===== config.mk =====
export PLATFORM = sky130hd
export DESIGN_NAME = pareto_front_archive
export DESIGN_NICKNAME = d
export VERILOG_FILES = /design/src/hdl/pfa_pkg.sv /design/src/hdl/pfa_cell.sv /design/src/hdl/pfa_scan.sv /design/src/hdl/pareto_front_archive.sv
export SDC_FILE = /design/constraint.sdc
export NUM_CORES = 2
export LEC_CHECK = 0
export BUFFER_PORTS_ARGS = -buffer_cell sky130_fd_sc_hd__clkbuf_2
export CAP_MARGIN = 20
export CORE_MARGIN = 3
export CORE_UTILIZATION = 59
export CTS_BUF_LIST = sky130_fd_sc_hd__clkbuf_2
export DETAILED_ROUTE_END_ITERATION = 6
export HOLD_SLACK_MARGIN = 0.02
export PLACE_DENSITY_LB_ADDON = 0.1
export SLEW_MARGIN = 30
export SYNTH_ARGS = -nofsm -noshare
export SYNTH_HDL_FRONTEND = slang
export SYNTH_SLANG_ARGS = --single-unit

===== constraint.sdc =====
create_clock -name clk_i -period 7.7 [get_ports clk_i]
set_input_delay 1.54 -clock clk_i [delete_from_list [all_inputs] [get_ports clk_i]]
set_output_delay 1.54 -clock clk_i [all_outputs]
set_load 0.02 [all_outputs]

===== src/hdl/pfa_pkg.sv =====
// shared types and constants of the pareto front archive
`timescale 1ns / 1ps

package pfa_pkg;

  localparam int unsigned CAPACITY = 16;
  localparam int unsigned IDX_W    = $clog2(CAPACITY);
  localparam int unsigned CNT_W    = $clog2(CAPACITY + 1);

  localparam logic MODE_INSERT = 1'b0;
  localparam logic MODE_READ   = 1'b1;

  typedef struct packed {
    logic [31:0] cost;
    logic [15:0] rel;
    logic [15:0] tag;
  } entry_t;

  // control broadcast to every cell of the row
  typedef struct packed {
    logic             shift;
    logic             write;
    logic [IDX_W-1:0] widx;
    entry_t           wdata;
  } cell_ctl_t;

  typedef struct packed {
    logic        accepted;
    logic        dominated;
    logic        overflow;
    logic [4:0]  removed_count;
    logic [4:0]  front_size;
    logic        read_valid;
    logic [31:0] read_cost;
    logic [15:0] read_reliability;
    logic [15:0] read_tag;
  } result_t;

endpackage


===== src/hdl/pfa_cell.sv =====
// one archive cell: holds an entry, takes its neighbor's on shift or a direct write
`timescale 1ns / 1ps

module pfa_cell (
  input  logic                         clk_i,
  input  pfa_pkg::cell_ctl_t           ctl_i,
  input  logic [pfa_pkg::IDX_W-1:0]    idx_i,
  input  pfa_pkg::entry_t              nbr_i,
  output pfa_pkg::entry_t              entry_o
);

  pfa_pkg::entry_t entry_q;
  pfa_pkg::entry_t entry_d;

  // a write aimed at this cell wins over the shift
  always_comb begin
    entry_d = entry_q;
    if (ctl_i.write && (ctl_i.widx == idx_i)) begin
      entry_d = ctl_i.wdata;
    end else if (ctl_i.shift) begin
      entry_d = nbr_i;
    end
  end

  always_ff @(posedge clk_i) begin
    entry_q <= entry_d;
  end

  assign entry_o = entry_q;

endmodule


===== src/hdl/pfa_scan.sv =====
// scan sequencer: dominance test at the head of the row, compaction, append and result
`timescale 1ns / 1ps

module pfa_scan (
  input  logic                        clk_i,
  input  logic                        rst_ni,
  input  logic                        in_valid_i,
  output logic                        in_stall_o,
  input  logic                        mode_i,
  input  logic [31:0]                 new_cost_i,
  input  logic [15:0]                 new_reliability_i,
  input  logic [15:0]                 new_tag_i,
  input  logic [3:0]                  read_index_i,
  input  pfa_pkg::entry_t             head_i,
  input  pfa_pkg::entry_t             rd_entry_i,
  output logic [3:0]                  rd_index_o,
  output pfa_pkg::cell_ctl_t          ctl_o,
  output logic                        out_valid_o,
  input  logic                        out_stall_i,
  output pfa_pkg::result_t            res_o
);

  typedef enum logic [1:0] {
    ST_IDLE,
    ST_SCAN,
    ST_FINISH
  } state_e;

  localparam logic [pfa_pkg::CNT_W-1:0] CNT_ONE = pfa_pkg::CNT_W'(1);
  localparam logic [pfa_pkg::CNT_W-1:0] CNT_CAP = pfa_pkg::CNT_W'(pfa_pkg::CAPACITY);

  state_e                      state_q;
  logic                        mode_q;
  logic [31:0]                 cost_q;
  logic [15:0]                 rel_q;
  logic [15:0]                 tag_q;
  logic [3:0]                  ridx_q;
  logic [pfa_pkg::CNT_W-1:0]   count_q;
  logic [pfa_pkg::CNT_W-1:0]   n_q;
  logic [pfa_pkg::CNT_W-1:0]   j_q;
  logic [pfa_pkg::CNT_W-1:0]   removed_q;
  logic [pfa_pkg::IDX_W-1:0]   wp_q;
  logic                        stop_q;
  logic                        out_valid_q;
  pfa_pkg::result_t            res_q;
  pfa_pkg::result_t            res_d;

  logic                        step_dom;
  logic                        step_drop;
  logic                        keep;
  logic                        fire;
  logic [pfa_pkg::CNT_W-1:0]   new_cnt;
  logic                        fits;
  logic                        ins_ok;
  logic                        rd_ok;

  // dominance test against the entry at the head of the row
  assign step_dom  = (cost_q >= head_i.cost) && (rel_q <= head_i.rel);
  assign step_drop = (cost_q <= head_i.cost) && (rel_q >= head_i.rel);
  assign keep      = stop_q || step_dom || !step_drop;

  // finishing values
  assign new_cnt = n_q - removed_q;
  assign fits    = new_cnt < CNT_CAP;
  assign ins_ok  = !stop_q && fits;
  assign rd_ok   = {{pfa_pkg::CNT_W{1'b0}}, ridx_q} < {4'b0000, count_q};
  assign fire    = (state_q == ST_FINISH) && (!out_valid_q || !out_stall_i);

  // cell row control: rotate through the head, write kept entries back, append at the end
  always_comb begin
    ctl_o = '0;
    if (state_q == ST_SCAN) begin
      ctl_o.shift = 1'b1;
      ctl_o.write = keep;
      ctl_o.widx  = wp_q;
      ctl_o.wdata = head_i;
    end else if (fire && (mode_q == pfa_pkg::MODE_INSERT) && ins_ok) begin
      ctl_o.write      = 1'b1;
      ctl_o.widx       = pfa_pkg::IDX_W'(new_cnt);
      ctl_o.wdata.cost = cost_q;
      ctl_o.wdata.rel  = rel_q;
      ctl_o.wdata.tag  = tag_q;
    end
  end

  // result of the item in its last cycle
  always_comb begin
    res_d = '0;
    if (mode_q == pfa_pkg::MODE_INSERT) begin
      res_d.accepted      = ins_ok;
      res_d.dominated     = stop_q;
      res_d.overflow      = !stop_q && !fits;
      res_d.removed_count = 5'(removed_q);
      if (ins_ok) begin
        res_d.front_size = 5'(new_cnt + CNT_ONE);
      end else begin
        res_d.front_size = 5'(new_cnt);
      end
    end else begin
      res_d.front_size = 5'(count_q);
      res_d.read_valid = rd_ok;
      if (rd_ok) begin
        res_d.read_cost        = rd_entry_i.cost;
        res_d.read_reliability = rd_entry_i.rel;
        res_d.read_tag         = rd_entry_i.tag;
      end
    end
  end

  // sequencer state, counters and result register
  always_ff @(posedge clk_i or negedge rst_ni) begin
    if (!rst_ni) begin
      state_q     <= ST_IDLE;
      mode_q      <= pfa_pkg::MODE_INSERT;
      cost_q      <= '0;
      rel_q       <= '0;
      tag_q       <= '0;
      ridx_q      <= '0;
      count_q     <= '0;
      n_q         <= '0;
      j_q         <= '0;
      removed_q   <= '0;
      wp_q        <= '0;
      stop_q      <= 1'b0;
      out_valid_q <= 1'b0;
      res_q       <= '0;
    end else begin
      if (!out_stall_i && !fire) begin
        out_valid_q <= 1'b0;
      end
      unique case (state_q)
        ST_IDLE: begin
          if (in_valid_i) begin
            mode_q    <= mode_i;
            cost_q    <= new_cost_i;
            rel_q     <= new_reliability_i;
            tag_q     <= new_tag_i;
            ridx_q    <= read_index_i;
            n_q       <= count_q;
            j_q       <= '0;
            removed_q <= '0;
            wp_q      <= pfa_pkg::IDX_W'(count_q - CNT_ONE);
            stop_q    <= 1'b0;
            if ((mode_i == pfa_pkg::MODE_INSERT) && (count_q != '0)) begin
              state_q <= ST_SCAN;
            end else begin
              state_q <= ST_FINISH;
            end
          end
        end
        ST_SCAN: begin
          if (!stop_q && step_dom) begin
            stop_q <= 1'b1;
          end
          if (!keep) begin
            removed_q <= removed_q + CNT_ONE;
            wp_q      <= wp_q - pfa_pkg::IDX_W'(1);
          end
          j_q <= j_q + CNT_ONE;
          if (j_q == (n_q - CNT_ONE)) begin
            state_q <= ST_FINISH;
          end
        end
        ST_FINISH: begin
          if (fire) begin
            out_valid_q <= 1'b1;
            res_q       <= res_d;
            if (mode_q == pfa_pkg::MODE_INSERT) begin
              if (ins_ok) begin
                count_q <= new_cnt + CNT_ONE;
              end else begin
                count_q <= new_cnt;
              end
            end
            state_q <= ST_IDLE;
          end
        end
        default: begin
          state_q <= ST_IDLE;
        end
      endcase
    end
  end

  assign in_stall_o  = (state_q != ST_IDLE);
  assign rd_index_o  = ridx_q;
  assign out_valid_o = out_valid_q;
  assign res_o       = res_q;

endmodule


===== src/hdl/pareto_front_archive.sv =====
// pareto front archive top level: row of entry cells and the scan sequencer
//
// Keeps an ordered archive of up to CAPACITY non-dominated points (cost
// smaller is better, reliability larger is better) with a tag for each.
// Input channel: in_valid_i / in_stall_o with mode, candidate point and
// read index; an item is taken when in_valid_i is high and in_stall_o low.
// Output channel: out_valid_o / out_stall_i, one result item per input item.
// An insert rotates the whole row once through the head cell, where the
// candidate is compared with each stored entry; kept entries are written
// back in order, dominated ones are squeezed out, and the candidate is
// appended in a last cycle. An insert into a non-empty archive runs the
// scan state and then the finish state, where its result is registered; a
// read, or an insert into an empty archive, goes straight to the finish
// state. The block holds one item at a time and takes a new item the cycle
// after the result is registered; the rotation moves one entry per cycle.
// A result waiting under out_stall_i is held; the next item may still be
// taken and runs its scan, then waits in its last cycle for the slot.
// Reset empties the archive (the entry count goes to zero) and clears the
// output valid; entry contents are not cleared.
`timescale 1ns / 1ps

module pareto_front_archive (
  input  logic        clk_i,
  input  logic        rst_ni,
  input  logic        in_valid_i,
  output logic        in_stall_o,
  input  logic        mode_i,
  input  logic [31:0] new_cost_i,
  input  logic [15:0] new_reliability_i,
  input  logic [15:0] new_tag_i,
  input  logic [3:0]  read_index_i,
  output logic        out_valid_o,
  input  logic        out_stall_i,
  output logic        accepted_o,
  output logic        dominated_o,
  output logic        overflow_o,
  output logic [4:0]  removed_count_o,
  output logic [4:0]  front_size_o,
  output logic        read_valid_o,
  output logic [31:0] read_cost_o,
  output logic [15:0] read_reliability_o,
  output logic [15:0] read_tag_o
);

  pfa_pkg::entry_t    cell_q [pfa_pkg::CAPACITY];
  pfa_pkg::cell_ctl_t ctl;
  pfa_pkg::entry_t    rd_entry;
  pfa_pkg::result_t   res;
  logic [3:0]         rd_index;

  // row of cells, each shifting toward the head
  for (genvar k = 0; k < pfa_pkg::CAPACITY; k++) begin : g_cell
    if (k == pfa_pkg::CAPACITY - 1) begin : g_last
      pfa_cell u_cell (
        .clk_i   (clk_i),
        .ctl_i   (ctl),
        .idx_i   (pfa_pkg::IDX_W'(k)),
        .nbr_i   (cell_q[k]),
        .entry_o (cell_q[k])
      );
    end else begin : g_mid
      pfa_cell u_cell (
        .clk_i   (clk_i),
        .ctl_i   (ctl),
        .idx_i   (pfa_pkg::IDX_W'(k)),
        .nbr_i   (cell_q[k + 1]),
        .entry_o (cell_q[k])
      );
    end
  end

  // read port by position
  assign rd_entry = cell_q[pfa_pkg::IDX_W'(rd_index)];

  pfa_scan u_scan (
    .clk_i             (clk_i),
    .rst_ni            (rst_ni),
    .in_valid_i        (in_valid_i),
    .in_stall_o        (in_stall_o),
    .mode_i            (mode_i),
    .new_cost_i        (new_cost_i),
    .new_reliability_i (new_reliability_i),
    .new_tag_i         (new_tag_i),
    .read_index_i      (read_index_i),
    .head_i            (cell_q[0]),
    .rd_entry_i        (rd_entry),
    .rd_index_o        (rd_index),
    .ctl_o             (ctl),
    .out_valid_o       (out_valid_o),
    .out_stall_i       (out_stall_i),
    .res_o             (res)
  );

  // result fields
  assign accepted_o         = res.accepted;
  assign dominated_o        = res.dominated;
  assign overflow_o         = res.overflow;
  assign removed_count_o    = res.removed_count;
  assign front_size_o       = res.front_size;
  assign read_valid_o       = res.read_valid;
  assign read_cost_o        = res.read_cost;
  assign read_reliability_o = res.read_reliability;
  assign read_tag_o         = res.read_tag;

endmodule


==> flow_summary.yaml <==
run_status:
  outcome: "completed"
critical_path:
  worstSetupStartpoint: "u_scan.cost_q[23]"
  cp_common_cell: "buf_4"
  reg2reg_to: "g_cell[6].g_mid.u_cell.entry_o[53]"
  ff2ff_path_depth: 10
  r2r_slack_ns: 1.40
  criticalPathCategory: "reg2reg"
  cp.required_ns: 8.72
  crit_chain: "ha_1 > nand4_1 > nor4_1 > nand3_1 > o211ai_1 > o21ai_4 > a311oi_4 > buf_4 > or2_4 > buf_4"
  reg2reg_from: "u_scan.cost_q[23]"
  slowest_delay_ns: 0.93
  cp-endpoint: "g_cell[6].g_mid.u_cell.entry_o[53]"
  arrival_ns: 7.32
  critPathSlowestCell: "or2_4"
  endpoint_kind: "register"
  worstPathMaxFanout: 48
  cp-start-kind: "register"
synth:
  synth_nets: 4372
  synth_enable_flop_cells: 1024
  synth_top_family_by_area: "multiplexers"
  synth.distinct_cells: 71
  yosys.area_share.simple_pct: 5.84
  synthAdderAreaFrac_pct: 1.29
  yosys_most_used_dff: "edfxtp_1"
  synth_cells: 4238
  seq_area_frac_synth_pct: 58.4
  synth-compound-area-share_pct: 8.18
  syn-cell-area_um2: 59900
  synth_warnings: 0
  postSynth.asyncResetShare_pct: 14.2
  muxShareOfSynthArea_pct: 21.9
  syn_area_per_cell_um2: 14.1
  synth_xor_area_share_pct: 0.232
  synth_seq_cells: 1194
timing:
  slew_viol_final: 0
  tns_ns: 0
  period_share_pct: 81.8
  finClkSkew_ns: 0.151
  fmax_mhz: 159
  hold_violations: 0
  slew_headroom_pct: 30.2
  min_period_ns: 6.30
  fin_ws_ns: 1.40
  setup_violations: 0
  worst_pin_slew_ns: 1.04
  grt_setup_unrepaired: "no"
floorplanning:
  core-area_um2: 100000
  die_width_um: 325
  die_area_um2: 105000
  die_h_um: 325
  start_util_pct: 59.6
  num_rows: 116
  ios: 153
detailed_routing:
  final_antenna_net_count: 0
  drt_iter0_markers: 4786
  drt-total-wl_um: 169000
  via_per_inst: 6.39
  drc: 0
  num_vias: 39000
  dr.pass1.iters: 5
  wl_per_cell_um: 27.7
finish:
  drive_gt1_share_pct: 35.2
  syn2layout_area_growth_pct: 8.13
  nets: 4638
  utilization_pct: 64.5
clock_network:
  clk_pin_slew_ns: 0.11
  cts_root_buf: "clkbuf_2"
  worstSkewPairLatency_ns: 1.51
  cts.sinks: 1194
  clock_path_buffers: 4
  cts_max_level: 5
  cts_tree: "yes"
  cts_buffers: 325
  ctsResizeCount: 0
pwr:
  p_sw_mw: 11.6
  ir_drop_v: 0.000334
  p_total_mw: 29.2
  p_sw_share_pct: 39.8
  p_comb_share_pct: 42.4
  cellPowerDensity_nw_per_um2: 450
  power_frac_clock_pct: 15.7
  p_leak_nw: 24.7
  seqPwrFrac_pct: 41.9
  p_int_mw: 17.6
place:
  gp_congestion: 0.839
  preCtsSetupSlack_ns: 1.63
  port_buffers: 152
  dpl.hpwl_um: 99200
grt:
  grt.overflow.total: 0
  grt_antenna_before_repair: 3
  grt_first_pass_wirelength_um: 253000
  grt_max_degree: 110
  grtUsageTotal_pct: 32.2
  grt_pass1_vias: 38900
worst_hold_path:
  hold_class: "in2reg"
flow_run:
  maxCapViolCount: 0
Yosys cell counts (all sizes together), types with 7 or more instances:
| master | n | area, um2 |
|---|---|---|
| clkbuf | 134 | 503 |
| dfrtp | 170 | 4250 |
| nand2b | 8 | 52.6 |
| a21oi | 604 | 3020 |
| nor2 | 460 | 1730 |
| or2 | 10 | 62.6 |
| a22oi | 64 | 818 |
| ha | 60 | 751 |
| nand4 | 12 | 81.3 |
| o21a | 7 | 52.6 |
| inv | 190 | 713 |
| buf | 164 | 1260 |
| a21o | 8 | 60.1 |
| edfxtp | 1024 | 30700 |
| mux2 | 449 | 5880 |
| and2 | 7 | 43.8 |
| mux4 | 320 | 7210 |
| nand2 | 335 | 1260 |
| o21ai | 103 | 534 |
| a31oi | 11 | 68.8 |
| nand3 | 19 | 100 |
| xor2 | 9 | 86.3 |
logic make-up after synthesis:
logic type,after synthesis
compound gates,834
xor+xnor,15
fa+ha+maj,61
buf+inv,488
flops,1194
mux,771
simple gates,875
area by class of cell:
cell class	count	area, um2
inverter	190	713
timing repair buffer	237	1680
fill	7695	35700
antenna	6	15.0
tap	1357	1700
clock inverter	52	358
multi-input combinational	2556	22800
sequential	1194	35000
clock buffer	506	2530
state kept, by name (all words and copies together) (netlist names), 4 cells and up:
| register | cells |
|---|---|
| g_cell.g_last.u_cell.entry_o | 64 |
| g_cell.g_mid.u_cell.entry_o | 960 |
| u_scan.cost_q | 32 |
| u_scan.j_q | 5 |
| u_scan.n_q | 5 |
| u_scan.rd_index_o | 4 |
| u_scan.rel_q | 16 |
| u_scan.removed_q | 5 |
| u_scan.res_o | 78 |
| u_scan.tag_q | 16 |
| u_scan.wp_q | 4 |
worst max-delay path, delay by kind of cell (launching register included):
kind,cells,cell delay [ns]
flip-flops,1,0.44
AO/OA/AOI/OAI,3,1.32
AND/OR/NAND/NOR,4,2.53
adder cells (fa/ha/maj),1,0.33
buffers and inverters,2,1.15
per-stage QoR:
step,cells,cell area [um2],hold slack (ns)
after floorplan,4238,59900,0.458
after global placement,5518,61500,0.458
after detailed placement,5527,61800,0.468
after CTS,6091,64700,0.0203
after global routing,6096,64800,0.0810
final,6098,64800,0.249
power groups by stage:
stage          logic (mW)  registers [mW]  clock network (mW)
2_1_floorplan        8.42            11.9                   0
3_3_place_gp         12.0            12.3                   0
3_5_place_dp         12.2            12.3                   0
4_1_cts              12.3            12.2                4.66
5_1_grt              13.2            12.5                5.02
6_report             12.4            12.2                4.57
cells in the final DEF, fill, tap and decap left out, drive strengths merged, types with 7 or more instances in the layout:
master	n
mux2	449
edfxtp	1024
nand2b	8
a21oi	604
clkinv	43
nor2	460
a21o	8
nand3	19
and2	7
a31oi	11
inv	193
o21a	7
or2	10
mux4	320
nand2	335
o21ai	103
a22oi	64
xor2	9
nand4	12
dfrtp	170
clkbuf	657
buf	80
ha	60
routing by layer:
metal / routed length [um] / vias to the layer above / track usage [%]
met3: 19100 / 292 / 7.85
met2: 78700 / 2322 / 49.8
met1: 67600 / 19600 / 46.0
met5: 0 / - / 0
li1: - / 16700 / -
met4: 3590 / 0 / 8.99
worst min path at each step:
stage                                start               end  slack, ns  cells past startpoint
after CTS                     new_tag_i[6]   u_scan.tag_q[6]       0.02                      3
final                         new_tag_i[6]   u_scan.tag_q[6]       0.25                      3
after global routing         new_cost_i[8]  u_scan.cost_q[8]       0.08                      3
after global placement    u_scan.res_o[64]  u_scan.res_o[64]       0.46                      2
after detailed placement  u_scan.res_o[64]  u_scan.res_o[64]       0.47                      2
after floorplan             u_scan.wp_q[1]    u_scan.wp_q[1]       0.46                      2
timing repair:
action	in CTS	in global routing
buffers inserted	0	0
hold endpoints to repair	93	0
hold buffers	6	0
Note: power is estimated with default switching activity, not from simulation.
